### src/design/tre_pkg.sv
// Shared types, constants and command codes of the text register engine.
`default_nettype none

package tre_pkg;

  // Defaults and fixed field widths
  localparam int ALPHA_CHARS_DEF     = 31;
  localparam int REAL_CHARS_PER_WORD = 6;
  localparam int CMD_W               = 4;
  localparam int COUNT_W             = 8;
  localparam int DATA_W              = 64;
  localparam int LEN_W               = 5;
  localparam int CFG_IDX_W           = 1;
  localparam int CFG_DATA_W          = 7;
  localparam int WB_W                = 7;
  localparam int STEP_W              = 8;
  localparam int BYTE_IDX_W          = 3;
  localparam int NPW_W               = 4;

  localparam logic [7:0]      SPACE_CHAR    = 8'h20;
  localparam logic [WB_W-1:0] WORD_BITS_RST = 7'd64;

  // Command codes carried on cmd
  typedef enum logic [CMD_W-1:0] {
    CMD_CLEAR   = 4'd0,
    CMD_APPEND  = 4'd1,
    CMD_APPEND3 = 4'd2,
    CMD_SHL     = 4'd3,
    CMD_ROTL    = 4'd4,
    CMD_SHR     = 4'd5,
    CMD_ROTR    = 4'd6,
    CMD_LEN     = 4'd7,
    CMD_TAKE    = 4'd8,
    CMD_FROMVAL = 4'd9,
    CMD_PACK    = 4'd10,
    CMD_UNPACK  = 4'd11
  } cmd_t;

  // Configuration register indexes
  typedef enum logic [CFG_IDX_W-1:0] {
    CFG_INT_MODE  = 1'b0,
    CFG_WORD_BITS = 1'b1
  } cfg_reg_t;

  // Controller to datapath
  typedef struct packed {
    logic load;
    logic step;
    logic emit;
  } tre_ctl_t;

  // Datapath to controller
  typedef struct packed {
    logic [STEP_W-1:0] steps;
    logic              stop;
  } tre_stat_t;

endpackage

`default_nettype wire

### src/design/tre_ctrl.sv
// Controller of the text register engine: request sequencing and step counting.
`default_nettype none

module tre_ctrl (
  input  wire logic              clk,
  input  wire logic              rst,
  input  wire logic              in_valid,
  output logic                   in_ready,
  output logic                   out_valid,
  input  wire logic              out_ready,
  input  wire tre_pkg::tre_stat_t stat,
  output tre_pkg::tre_ctl_t      ctl
);
  import tre_pkg::*;

  typedef enum logic [2:0] {
    S_IDLE = 3'b001,
    S_RUN  = 3'b010,
    S_HOLD = 3'b100
  } state_t;

  state_t            state, state_next;
  logic [STEP_W-1:0] cnt, cnt_next;
  logic              out_free;

  assign out_free = !out_valid || out_ready;
  assign in_ready = (state == S_IDLE);

  // Next state and commands
  always_comb begin
    state_next = state;
    cnt_next   = cnt;
    ctl        = '0;
    case (state)
      S_IDLE: begin
        if (in_valid) begin
          ctl.load   = 1'b1;
          cnt_next   = stat.steps;
          state_next = S_RUN;
        end
      end
      S_RUN: begin
        if (cnt == '0 || stat.stop) begin
          if (out_free) begin
            ctl.emit   = 1'b1;
            state_next = S_IDLE;
          end else begin
            state_next = S_HOLD;
          end
        end else begin
          ctl.step = 1'b1;
          cnt_next = cnt - 1'b1;
        end
      end
      S_HOLD: begin
        if (out_free) begin
          ctl.emit   = 1'b1;
          state_next = S_IDLE;
        end
      end
      default: state_next = S_IDLE;
    endcase
  end

  // State, step counter and result valid
  always_ff @(posedge clk) begin
    if (rst) begin
      state     <= S_IDLE;
      cnt       <= '0;
      out_valid <= 1'b0;
    end else begin
      state     <= state_next;
      cnt       <= cnt_next;
      out_valid <= ctl.emit | (out_valid & ~out_ready);
    end
  end

endmodule

`default_nettype wire

### src/design/tre_dp.sv
// Datapath of the text register engine: character store, count, config and result.
`default_nettype none

module tre_dp #(
  parameter int ALPHA_CHARS = tre_pkg::ALPHA_CHARS_DEF
) (
  input  wire logic                          clk,
  input  wire logic                          rst,
  input  wire logic                          cfg_we,
  input  wire logic [tre_pkg::CFG_IDX_W-1:0] cfg_index,
  input  wire logic [tre_pkg::CFG_DATA_W-1:0] cfg_data,
  input  wire logic [tre_pkg::CMD_W-1:0]     cmd,
  input  wire logic [tre_pkg::COUNT_W-1:0]   count,
  input  wire logic [tre_pkg::DATA_W-1:0]    operand,
  input  wire tre_pkg::tre_ctl_t             ctl,
  output tre_pkg::tre_stat_t                 stat,
  output logic [tre_pkg::DATA_W-1:0]         value,
  output logic [tre_pkg::LEN_W-1:0]          length
);
  import tre_pkg::*;

  localparam int IW = $clog2(ALPHA_CHARS);
  localparam int CW = $clog2(ALPHA_CHARS + 1);
  localparam logic [CW-1:0]     FULL_CNT   = CW'(ALPHA_CHARS);
  localparam logic [STEP_W-1:0] ALPHA_STEP = STEP_W'(ALPHA_CHARS);

  logic [7:0]            store [ALPHA_CHARS];
  logic [7:0]            store_next [ALPHA_CHARS];
  logic [7:0]            sl [ALPHA_CHARS];
  logic [CW-1:0]         ccount, ccount_next, cnt_m1, wpos;
  logic [CMD_W-1:0]      op;
  logic [DATA_W-1:0]     opnd;
  logic [DATA_W-1:0]     acc, acc_next;
  logic [IW-1:0]         rd_idx, rd_idx_next, rd_addr;
  logic [BYTE_IDX_W-1:0] byte_idx, byte_idx_next;
  logic [7:0]            rd_data, raw_byte, mag_byte, cur_byte;
  logic                  int_mode;
  logic [WB_W-1:0]       word_bits;
  logic [NPW_W-1:0]      npw, sig_bytes, unpack_k;
  logic [STEP_W-1:0]     c8, n8;
  logic                  full, empty;

  assign full   = (ccount == FULL_CNT);
  assign empty  = (ccount == '0);
  assign cnt_m1 = ccount - 1'b1;
  assign wpos   = full ? FULL_CNT - 1'b1 : ccount;

  // Characters per word
  assign npw = int_mode ? word_bits[WB_W-1:3] : NPW_W'(REAL_CHARS_PER_WORD);

  // Significant bytes of the incoming word, capped at characters per word
  always_comb begin
    sig_bytes = '0;
    for (int i = 0; i < 8; i++) begin
      if (operand[8*i +: 8] != 8'd0) sig_bytes = NPW_W'(i + 1);
    end
    unpack_k = (sig_bytes < npw) ? sig_bytes : npw;
  end

  // Steps for the input request; append3 and unpack stop early on a zero byte
  assign c8 = STEP_W'(ccount);
  assign n8 = STEP_W'(npw);
  always_comb begin
    stat.stop = (op == CMD_APPEND3 || op == CMD_UNPACK) && (cur_byte == 8'd0);
    case (cmd)
      CMD_CLEAR, CMD_APPEND, CMD_FROMVAL, CMD_LEN, CMD_TAKE: stat.steps = STEP_W'(1);
      CMD_APPEND3:        stat.steps = STEP_W'(3);
      CMD_SHL, CMD_SHR:   stat.steps = (count > ALPHA_STEP) ? ALPHA_STEP : count;
      CMD_ROTL, CMD_ROTR: stat.steps = count;
      CMD_PACK:           stat.steps = (c8 < n8) ? c8 : n8;
      CMD_UNPACK:         stat.steps = STEP_W'(unpack_k);
      default:            stat.steps = '0;
    endcase
  end

  // Current source byte; magnitude low byte for signed values
  assign raw_byte = opnd[{byte_idx, 3'b000} +: 8];
  assign mag_byte = opnd[DATA_W-1] ? (~opnd[7:0]) + 8'd1 : opnd[7:0];
  assign cur_byte = (op == CMD_FROMVAL) ? mag_byte : raw_byte;

  // Single read port: last held character for rotate right, else pack index
  assign rd_addr = (op == CMD_ROTR) ? cnt_m1[IW-1:0] : rd_idx;
  assign rd_data = store[rd_addr];

  // Store shifted left by one with zero fill
  always_comb begin
    for (int i = 0; i < ALPHA_CHARS; i++) begin
      sl[i] = (i < ALPHA_CHARS - 1) ? store[(i + 1) % ALPHA_CHARS] : 8'd0;
    end
  end

  // Load of a new request, or one step of the current command
  always_comb begin
    store_next    = store;
    ccount_next   = ccount;
    acc_next      = acc;
    rd_idx_next   = rd_idx;
    byte_idx_next = byte_idx;
    if (ctl.load) begin
      acc_next      = '0;
      rd_idx_next   = '0;
      byte_idx_next = (cmd == CMD_UNPACK) ? BYTE_IDX_W'(unpack_k - 1'b1) : '0;
    end else if (ctl.step) begin
      case (op)
        CMD_CLEAR: begin
          for (int i = 0; i < ALPHA_CHARS; i++) store_next[i] = 8'd0;
          ccount_next = '0;
        end
        CMD_APPEND, CMD_FROMVAL, CMD_APPEND3, CMD_UNPACK: begin
          // drop oldest when full, then store a nonzero byte
          for (int i = 0; i < ALPHA_CHARS; i++) begin
            store_next[i] = full ? sl[i] : store[i];
            if (cur_byte != 8'd0 && CW'(i) == wpos) store_next[i] = cur_byte;
          end
          ccount_next   = (full ? cnt_m1 : ccount) + CW'(cur_byte != 8'd0);
          byte_idx_next = (op == CMD_UNPACK) ? byte_idx - 1'b1 : byte_idx + 1'b1;
        end
        CMD_SHL, CMD_TAKE: begin
          if (op == CMD_TAKE) acc_next = DATA_W'(store[0]);
          store_next  = sl;
          ccount_next = empty ? ccount : cnt_m1;
        end
        CMD_ROTL: begin
          if (!empty) begin
            for (int i = 0; i < ALPHA_CHARS; i++) begin
              store_next[i] = (CW'(i) == cnt_m1) ? store[0] : sl[i];
            end
          end
        end
        CMD_SHR: begin
          store_next[0] = SPACE_CHAR;
          for (int i = 1; i < ALPHA_CHARS; i++) store_next[i] = store[i-1];
          ccount_next = full ? ccount : ccount + 1'b1;
        end
        CMD_ROTR: begin
          if (!empty) begin
            store_next[0] = rd_data;
            for (int i = 1; i < ALPHA_CHARS; i++) begin
              store_next[i] = (CW'(i) < ccount) ? store[i-1] : store[i];
            end
          end
        end
        CMD_LEN: acc_next = DATA_W'(ccount);
        CMD_PACK: begin
          acc_next    = {acc[DATA_W-9:0], rd_data};
          rd_idx_next = rd_idx + 1'b1;
        end
        default: ;
      endcase
    end
  end

  // Character store and count
  always_ff @(posedge clk) begin
    if (rst) begin
      for (int i = 0; i < ALPHA_CHARS; i++) store[i] <= 8'd0;
      ccount <= '0;
    end else begin
      store  <= store_next;
      ccount <= ccount_next;
    end
  end

  // Working registers of the current request
  always_ff @(posedge clk) begin
    if (ctl.load) begin
      op   <= cmd;
      opnd <= operand;
    end
    acc      <= acc_next;
    rd_idx   <= rd_idx_next;
    byte_idx <= byte_idx_next;
  end

  // Result register
  always_ff @(posedge clk) begin
    if (ctl.emit) begin
      value  <= acc;
      length <= LEN_W'(ccount);
    end
  end

  // Configuration registers
  always_ff @(posedge clk) begin
    if (rst) begin
      int_mode  <= 1'b0;
      word_bits <= WORD_BITS_RST;
    end else if (cfg_we) begin
      case (cfg_index)
        CFG_INT_MODE:  int_mode  <= cfg_data[0];
        CFG_WORD_BITS: word_bits <= cfg_data;
        default: ;
      endcase
    end
  end

endmodule

`default_nettype wire

### src/design/text_register_engine.sv
// Top level of the text register engine: controller plus datapath.
//
// A calculator character register of ALPHA_CHARS bytes with a current length.
// Input channel (in_valid/in_ready) carries one request: cmd, count, operand.
// Output channel (out_valid/out_ready) returns exactly one result per request:
// value (length, taken character or packed word, else zero) and length.
// Config writes (cfg_we, cfg_index, cfg_data) are registered directly, no wait.
// A request runs S steps and then finishes by emitting the result; out_valid
// is registered from that and in_ready returns with it, so a new request is
// taken only once the last one is done. S is 1 for clear, append, fromval,
// len and take, 3 for append3 (less on a zero byte), min(count, ALPHA_CHARS)
// for shl/shr, count for rotates, min(length, chars per word) for pack, the
// used bytes capped at chars per word for unpack (less on a zero byte), 0 for
// unknown codes. Each shift or rotate step moves the whole store by one
// character. A finished result sits in the output register, so the next
// request is taken while it waits; if the receiver still stalls when another
// result is ready, the engine holds. Reset (rst, synchronous) empties the
// register, zeroes every character and restores int_mode = 0, word_bits = 64.
`default_nettype none

module text_register_engine #(
  parameter int ALPHA_CHARS = tre_pkg::ALPHA_CHARS_DEF
) (
  input  wire logic                           clk,
  input  wire logic                           rst,
  input  wire logic                           cfg_we,
  input  wire logic [tre_pkg::CFG_IDX_W-1:0]  cfg_index,
  input  wire logic [tre_pkg::CFG_DATA_W-1:0] cfg_data,
  input  wire logic                           in_valid,
  output logic                                in_ready,
  input  wire logic [tre_pkg::CMD_W-1:0]      cmd,
  input  wire logic [tre_pkg::COUNT_W-1:0]    count,
  input  wire logic [tre_pkg::DATA_W-1:0]     operand,
  output logic                                out_valid,
  input  wire logic                           out_ready,
  output logic [tre_pkg::DATA_W-1:0]          value,
  output logic [tre_pkg::LEN_W-1:0]           length
);
  import tre_pkg::*;

  tre_ctl_t  ctl;
  tre_stat_t stat;

  // Request sequencing
  tre_ctrl u_ctrl (
    .clk       (clk),
    .rst       (rst),
    .in_valid  (in_valid),
    .in_ready  (in_ready),
    .out_valid (out_valid),
    .out_ready (out_ready),
    .stat      (stat),
    .ctl       (ctl)
  );

  // Store, config and result registers
  tre_dp #(
    .ALPHA_CHARS (ALPHA_CHARS)
  ) u_dp (
    .clk       (clk),
    .rst       (rst),
    .cfg_we    (cfg_we),
    .cfg_index (cfg_index),
    .cfg_data  (cfg_data),
    .cmd       (cmd),
    .count     (count),
    .operand   (operand),
    .ctl       (ctl),
    .stat      (stat),
    .value     (value),
    .length    (length)
  );

endmodule

`default_nettype wire

### config.mk
export PLATFORM = sky130hd
export DESIGN_NAME = text_register_engine
export DESIGN_NICKNAME = d
export VERILOG_FILES = /design/src/design/tre_pkg.sv /design/src/design/tre_ctrl.sv /design/src/design/tre_dp.sv /design/src/design/text_register_engine.sv
export SDC_FILE = /design/constraint.sdc
export NUM_CORES = 2
export LEC_CHECK = 0
export BUFFER_PORTS_ARGS = -buffer_cell sky130_fd_sc_hd__buf_2
export CORE_ASPECT_RATIO = 1.1
export CORE_MARGIN = 2
export CORE_UTILIZATION = 35
export DETAILED_ROUTE_END_ITERATION = 12
export PLACE_DENSITY = 0.54
export SLEW_MARGIN = 20
export SYNTH_ARGS = -nofsm -noshare
export SYNTH_HDL_FRONTEND = slang
export SYNTH_SLANG_ARGS = --single-unit
### constraint.sdc
create_clock -name clk -period 7.4 [get_ports clk]
set_input_delay 1.11 -clock clk [delete_from_list [all_inputs] [get_ports clk]]
set_output_delay 1.11 -clock clk [all_outputs]
set_load 0.01 [all_outputs]
== After elaboration in Yosys (flattened, before gate mapping) ==
Index checks and enable logic that the tools add are counted.
Widths: inputs -> output; s select.

* Add/subtract/negate cells: 9
* Order comparisons: 34
* Equality and inequality tests: 157
* Shift operators: 1
* Muxes and demuxes: 172
* Bitwise gates (word level): 7
* Reduce and logical (&&, ||, !) cells: 102

{| class="wikitable"
|+ Operators by type and width
! cell !! number
|-
| $pmux 248 s6 || 1
|-
| $mux 8 || 130
|-
| $mux 248 || 2
|-
| $reduce_and 7->1 || 31
|-
| $pmux 64 s3 || 1
|-
| $eq 5x5->1 const A || 30
|-
| $ne 3x1->1 const B || 31
|-
| $eq 4x5->1 const A || 16
|-
| $lt 5x5->1 const A || 15
|-
| $ne 2x2->1 const B || 37
|-
| $reduce_bool 8->1 || 9
|-
| $mux 64 || 1
|-
| $shiftx 64x7->8 || 1
|-
| $pmux 8 s6 || 1
|-
| $bmux 8 s5 || 1
|-
| $eq 3x5->1 const A || 8
|-
| $lt 4x5->1 const A || 8
|-
| $mux 3 || 13
|-
| $eq 4x3->1 const B || 8
|-
| $eq 4x4->1 const B || 8
|-
| $logic_and 1x1->1 || 32
|-
| $mux 5 || 6
|-
| $eq 2x5->1 const A || 4
|-
| $lt 3x5->1 const A || 4
|-
| other kinds (48) || 84
|}

* Bits in registers: 482
* Logic and storage cells: 526

== Logic depth before layout (Yosys ltp) ==
* Depth in word-level cells: 14
* Mapped depth: 19

== Cells and area by module ==
A second synthesis with hierarchy kept.

* Cells, all modules: 3,134
* Area total of the unflattened synthesis: 28,406.0 um2

{| class="wikitable"
|+ Modules (own cells, without submodules)
! module !! times used !! cells an instance !! area an instance (um2) !! sequential area each (um2)
|-
| tre_dp || 1 || 3,037 || 27,649.0 || 10,750.3
|-
| tre_ctrl || 1 || 97 || 757.0 || 240.2
|}

== Worst setup path after synthesis ==
Ideal clock, no wire load.

* Kind: register to register
* From: register u_dp.opnd[0]
* To: register u_dp.length[0] (netlist bit) (enable)
* Library setup time: 0.505 ns
* Arrival time: 5.978 ns
* Setup slack: 0.917 ns
* Stages on the path, launching flop included: 13
* Buffers on the path: 1
* Cells stage by stage: edfxtp_1 inv_1 ha_1 or3b_2 a21o_1 a21oi_1 o21ai_0 nor4_4 buf_2 a21o_1 a21oi_1 or2_2 nor2b_1

{| class="wikitable"
|+ RTL lines
! what !! RTL line !! RTL
|-
| start, declared || tre_dp.sv:32 || <nowiki>logic [DATA_W-1:0] opnd;</nowiki>
|-
| start signal, assigned || tre_dp.sv:168 || <nowiki>opnd <= operand;</nowiki>
|-
| end signal, assigned || tre_dp.sv:179 || <nowiki>length <= LEN_W'(ccount);</nowiki>
|-
| end, declared || tre_dp.sv:18 || <nowiki>output logic [tre_pkg::LEN_W-1:0] length</nowiki>
|}

== Worst setup path after layout ==
* From: register u_dp.byte_idx[0]
* To: register u_dp.store, in the netlist u_dp.sl[19]

* Longest elaborated chain between the ends: 8

{| class="wikitable"
|+ Ends and longest elaborated chain
! what !! RTL line !! RTL
|-
| start, declared || tre_dp.sv:35 || <nowiki>logic [BYTE_IDX_W-1:0] byte_idx, byte_idx_next;</nowiki>
|-
| start signal, assigned || tre_dp.sv:172 || <nowiki>byte_idx <= byte_idx_next;</nowiki>
|-
| $shiftx 64x7->8 (*) || tre_dp.sv:77 || <nowiki>assign raw_byte = opnd[{byte_idx, 3'b000} +: 8];</nowiki>
|-
| $mux 8 (*) || tre_dp.sv:79 || <nowiki>assign cur_byte = (op == CMD_FROMVAL) ? mag_byte : raw_byte;</nowiki>
|-
| $logic_not 8->1 || tre_dp.sv:64 || <nowiki>stat.stop = (op == CMD_APPEND3 || op == CMD_UNPACK) && (cur_byte == 8'd0);</nowiki>
|-
| $logic_and 1x1->1 || tre_dp.sv:64 ||
|-
| $logic_or 1x1->1 || tre_ctrl.sv:43 || <nowiki>if (cnt == '0 || stat.stop) begin</nowiki>
|-
| $mux 1 || tre_ctrl.sv:43 ||
|-
| $mux 1 || tre_ctrl.sv:34 || <nowiki>case (state)</nowiki>
|-
| $reduce_and 7->1 (no line) || -- ||
|-
| end signal, assigned || tre_dp.sv:159 || <nowiki>store <= store_next;</nowiki>
|-
| end, declared || tre_dp.sv:27 || <nowiki>logic [7:0] store [ALPHA_CHARS];</nowiki>
|}

Mark *: on every way between the ends. The rest lies on a longest branch, timed or not.
A chain may end at the register's enable or synchronous reset.

==> flow_summary_export.csv <==
group,metric,value,unit
clocking,root_buffer,"clkbuf_16",
sta,slew_viol_final,0,
clocking,clk_pin_slew_worst_paths,0.06,ns
critical_path,crit_type,"register to register",
global_route,antenna_found_initial,5,
power,powerDensity,201,nW/um^2
placement,hpwl,80800,um
sta,rsz0062_at_grt,"no",
sta,fin_ws,2.11,ns
synth,yosysUniqueCellTypes,92,
final_layout,nNetsFinal,3106,
sta,final.setup.tns,0,ns
synth,syn_inst,2955,
routing,routed_wl,119000,um
critical_path,crit_arrival,5.80,ns
placement,port_buffers,157,
synth,synthArstFlopShare,0,%
routing,viasPerCell,6.76,
sta,fin_crit_sh,71.5,%
routing,vias,27500,
die,initial_utilization,35.4,%
synth,syn_area_per_cell,9.11,sq um
routing,firstDrtPassIters,12,
synth,ys_seq_area_share,40.8,%
synth,synth_top_area_share,25.2,%
clocking,clockBufferDepth,3,
synth,yosysTopAreaCell,"dfxtp_1",
clocking,cts_tree,"done",
die,fp.coreArea,76100,sq um
synth,syn-cell-area,26900,sq um
clocking,clock-sinks,479,
global_route,grt_first_pass_wirelength,174000,um
final_layout,n_fill_cell,7698,
final_layout,ff_latch_area,11000,sq um
power,peakVddDrop,0.000221,V
clocking,postCtsHoldBufs,0,
routing,drc,0,
min_path,min-delay-path-class,"register to register",
critical_path,required,7.92,ns
min_path,min_from,"u_dp.acc[57]$_SDFFE_PP0P_",
synth,synth_area_leaders,"dfxtp_1 25%, edfxtp_1 16%, a222oi_1 6.1%, nand2_1 5.0%, o2bb2ai_1 4.7%",
global_route,grt_pass1_vias,26400,
synth,yosysWarningCount,0,
critical_path,crit_path_end_kind,"register",
sta,fmax,189,MHz
die,design.die.area,79200,sq um
sta,final-setup-viol-count,0,
placement,place.gp.congestion,1.01,
synth,synth_fp_nets,3066,
die,die_y,295,um
die,rows,106,
synth,ys_ff_latch,479,
sta,hold_slack,0.433,ns
critical_path,crit_path_max_fanout,18,
clocking,ctsResizeCount,0,
routing,ant_nets,0,
critical_path,critPathLaunch,"u_dp.byte_idx[0]$_DFFE_PP_",
sta,tightest_slew,1.24,ns
clocking,clk_latency,0.65,ns
sta,clock_skew,0.0673,ns
synth,synth-edff-count,140,
die,io_pins,160,
global_route,grt_max_degree,233,
die,dieWidth,268,um
global_route,grt-ovfl-total,0,
critical_path,cp-start-kind,"register",
sta,finalHoldViolations,0,
global_route,track_usage,29.2,%
flow_run,maxCapViolCount,0,
clocking,cts.htree.levels,2,
routing,drt-initial-drc-count,4328,
synth,yosys_most_used_dff,"dfxtp_1",
sta,slew-limit-headroom,17.0,%
clocking,cts_buffers,54,
power,leakage,9.70,nW
routing,wl_per_cell,29.2,um
power,total_power,6.13,mW
outcome,status,"completed",
critical_path,r2r_start,"u_dp.byte_idx[0]$_DFFE_PP_",
final_layout,multiInputGateArea,15000,sq um
placement,dp_slack,2.32,ns
final_layout,area_growth,13.3,%
final_layout,drive_gt1_share,14.0,%
sta,period_minus_slack,5.29,ns
clocking,postCtsSetupRepairBufs,0,
==> cell usage after synthesis, drive strengths merged, types with 48 or more instances <==
library cell  count
dfxtp           339
a22oi            52
o2bb2ai         145
buf              52
a21oi           230
nand3           126
o21ai           116
nand2           357
nor2            181
mux2i            67
edfxtp          140
clkbuf          194
a21boi          127
a222oi          165
a22o             48
==> placed cells by master (no fill, tap or decap), types with 21 or more instances in the layout <==
master / synthesis / routed
a22o_1: 48 / 48
mux4_2: 22 / 22
ha_1: 21 / 21
a221oi_1: 30 / 30
nand2_1: 357 / 357
nor3_1: 38 / 32
nor2_1: 180 / 173
a211oi_1: 42 / 41
o21ai_0: 98 / 97
clkbuf_16: 0 / 54
a221o_1: 30 / 30
a22oi_1: 52 / 52
mux2i_1: 67 / 64
inv_1: 26 / 26
buf_4: 3 / 72
nand2b_1: 23 / 23
o31ai_1: 36 / 36
edfxtp_1: 140 / 140
a21oi_1: 216 / 214
a311oi_1: 29 / 29
buf_2: 22 / 156
dfxtp_1: 339 / 339
a21boi_0: 126 / 126
o2bb2ai_1: 145 / 145
a222oi_1: 165 / 165
nand3_1: 126 / 126
==> routing by layer <==
| layer | GRT usage (%) | up-vias | part of all wire [%] | routed length, um |
|---|---|---|---|---|
| met5 | 0 | - | 0.048 | 57 |
| met3 | 6.96 | 430 | 10 | 12300 |
| li1 | - | 11800 | - | - |
| met2 | 45.8 | 1726 | 45 | 53600 |
| met4 | 17.3 | 10 | 6.5 | 7700 |
| met1 | 36.4 | 13500 | 38 | 45200 |
==> power by group <==
part	total, mW	internal, mW	switching [mW]
registers	2.78	2.74	0.0382
logic	0.728	0.182	0.547
clock network	2.62	1.45	1.17
total	6.13	4.38	1.75
==> layout make-up <==
| cell class | count | area share [%] |
|---|---|---|
| Antenna cell | 2 | 0.0164 |
| Clock buffer | 77 | 4.91 |
| Clock inverter | 22 | 0.673 |
| Inverter | 30 | 0.386 |
| Multi-Input combinational cell | 2200 | 49.3 |
| Sequential cell | 479 | 36.0 |
| Tap cell | 1026 | 4.21 |
| Timing Repair Buffer | 230 | 4.49 |
==> worst max-delay path, stage by stage (launching register included) <==
cell	delay [ns]
edfxtp_1	0.88
buf_4	0.33
mux4_2	0.50
mux2_2	0.28
a21oi_2	0.45
o21ai_1	0.20
nor4_4	0.38
inv_4	0.21
o211ai_1	0.88
nor2_1	0.42
o211a_1	0.34
a32o_1	0.24
==> path summary, 6_finish.rpt <==
check	end	slack (ns)	cells past startpoint
setup / recovery	u_dp.sl[19]$_SDFFE_PP0P_	2.11	11
hold / removal	u_dp.value[57]$_DFFE_PP_	0.43	0
setup reg to reg	u_dp.sl[19]$_SDFFE_PP0P_	2.11	11
hold reg to reg	u_dp.value[57]$_DFFE_PP_	0.43	0
==> kinds of logic after synthesis <==
| kind of cell | count (synthesis) | share of synthesized area [%] |
|---|---|---|
| AND/OR/NAND/NOR | 863 | 14.7 |
| XOR/XNOR | 24 | 0.781 |
| flip-flops | 479 | 40.8 |
| AO/OA/AOI/OAI | 1189 | 33.7 |
| adder cells (fa/ha/maj) | 22 | 1.05 |
| multiplexers | 102 | 4.87 |
| buffers and inverters | 276 | 4.08 |
==> per-stage QoR <==
step | instances | instance area [sq um] | util (%)
after floorplan | 2955 | 26900 | -
after global placement | 3963 | 28700 | 37.7
after detailed placement | 3963 | 28700 | 37.7
after CTS | 4062 | 30400 | 40.0
after global routing | 4064 | 30500 | 40.1
final | 4066 | 30500 | 40.1
==> sequential cells by signal, summed over array words and instances (netlist names) <==
register / count
u_ctrl.cnt: 8
u_ctrl.out_valid: 1
u_ctrl.state: 3
u_dp.acc: 64
u_dp.byte_idx: 3
u_dp.ccount: 5
u_dp.int_mode: 1
u_dp.length: 5
u_dp.op: 4
u_dp.opnd: 64
u_dp.rd_idx: 5
u_dp.sl: 240
u_dp.store: 8
u_dp.value: 64
u_dp.word_bits: 4
Note: power is estimated with default switching activity, not from simulation.
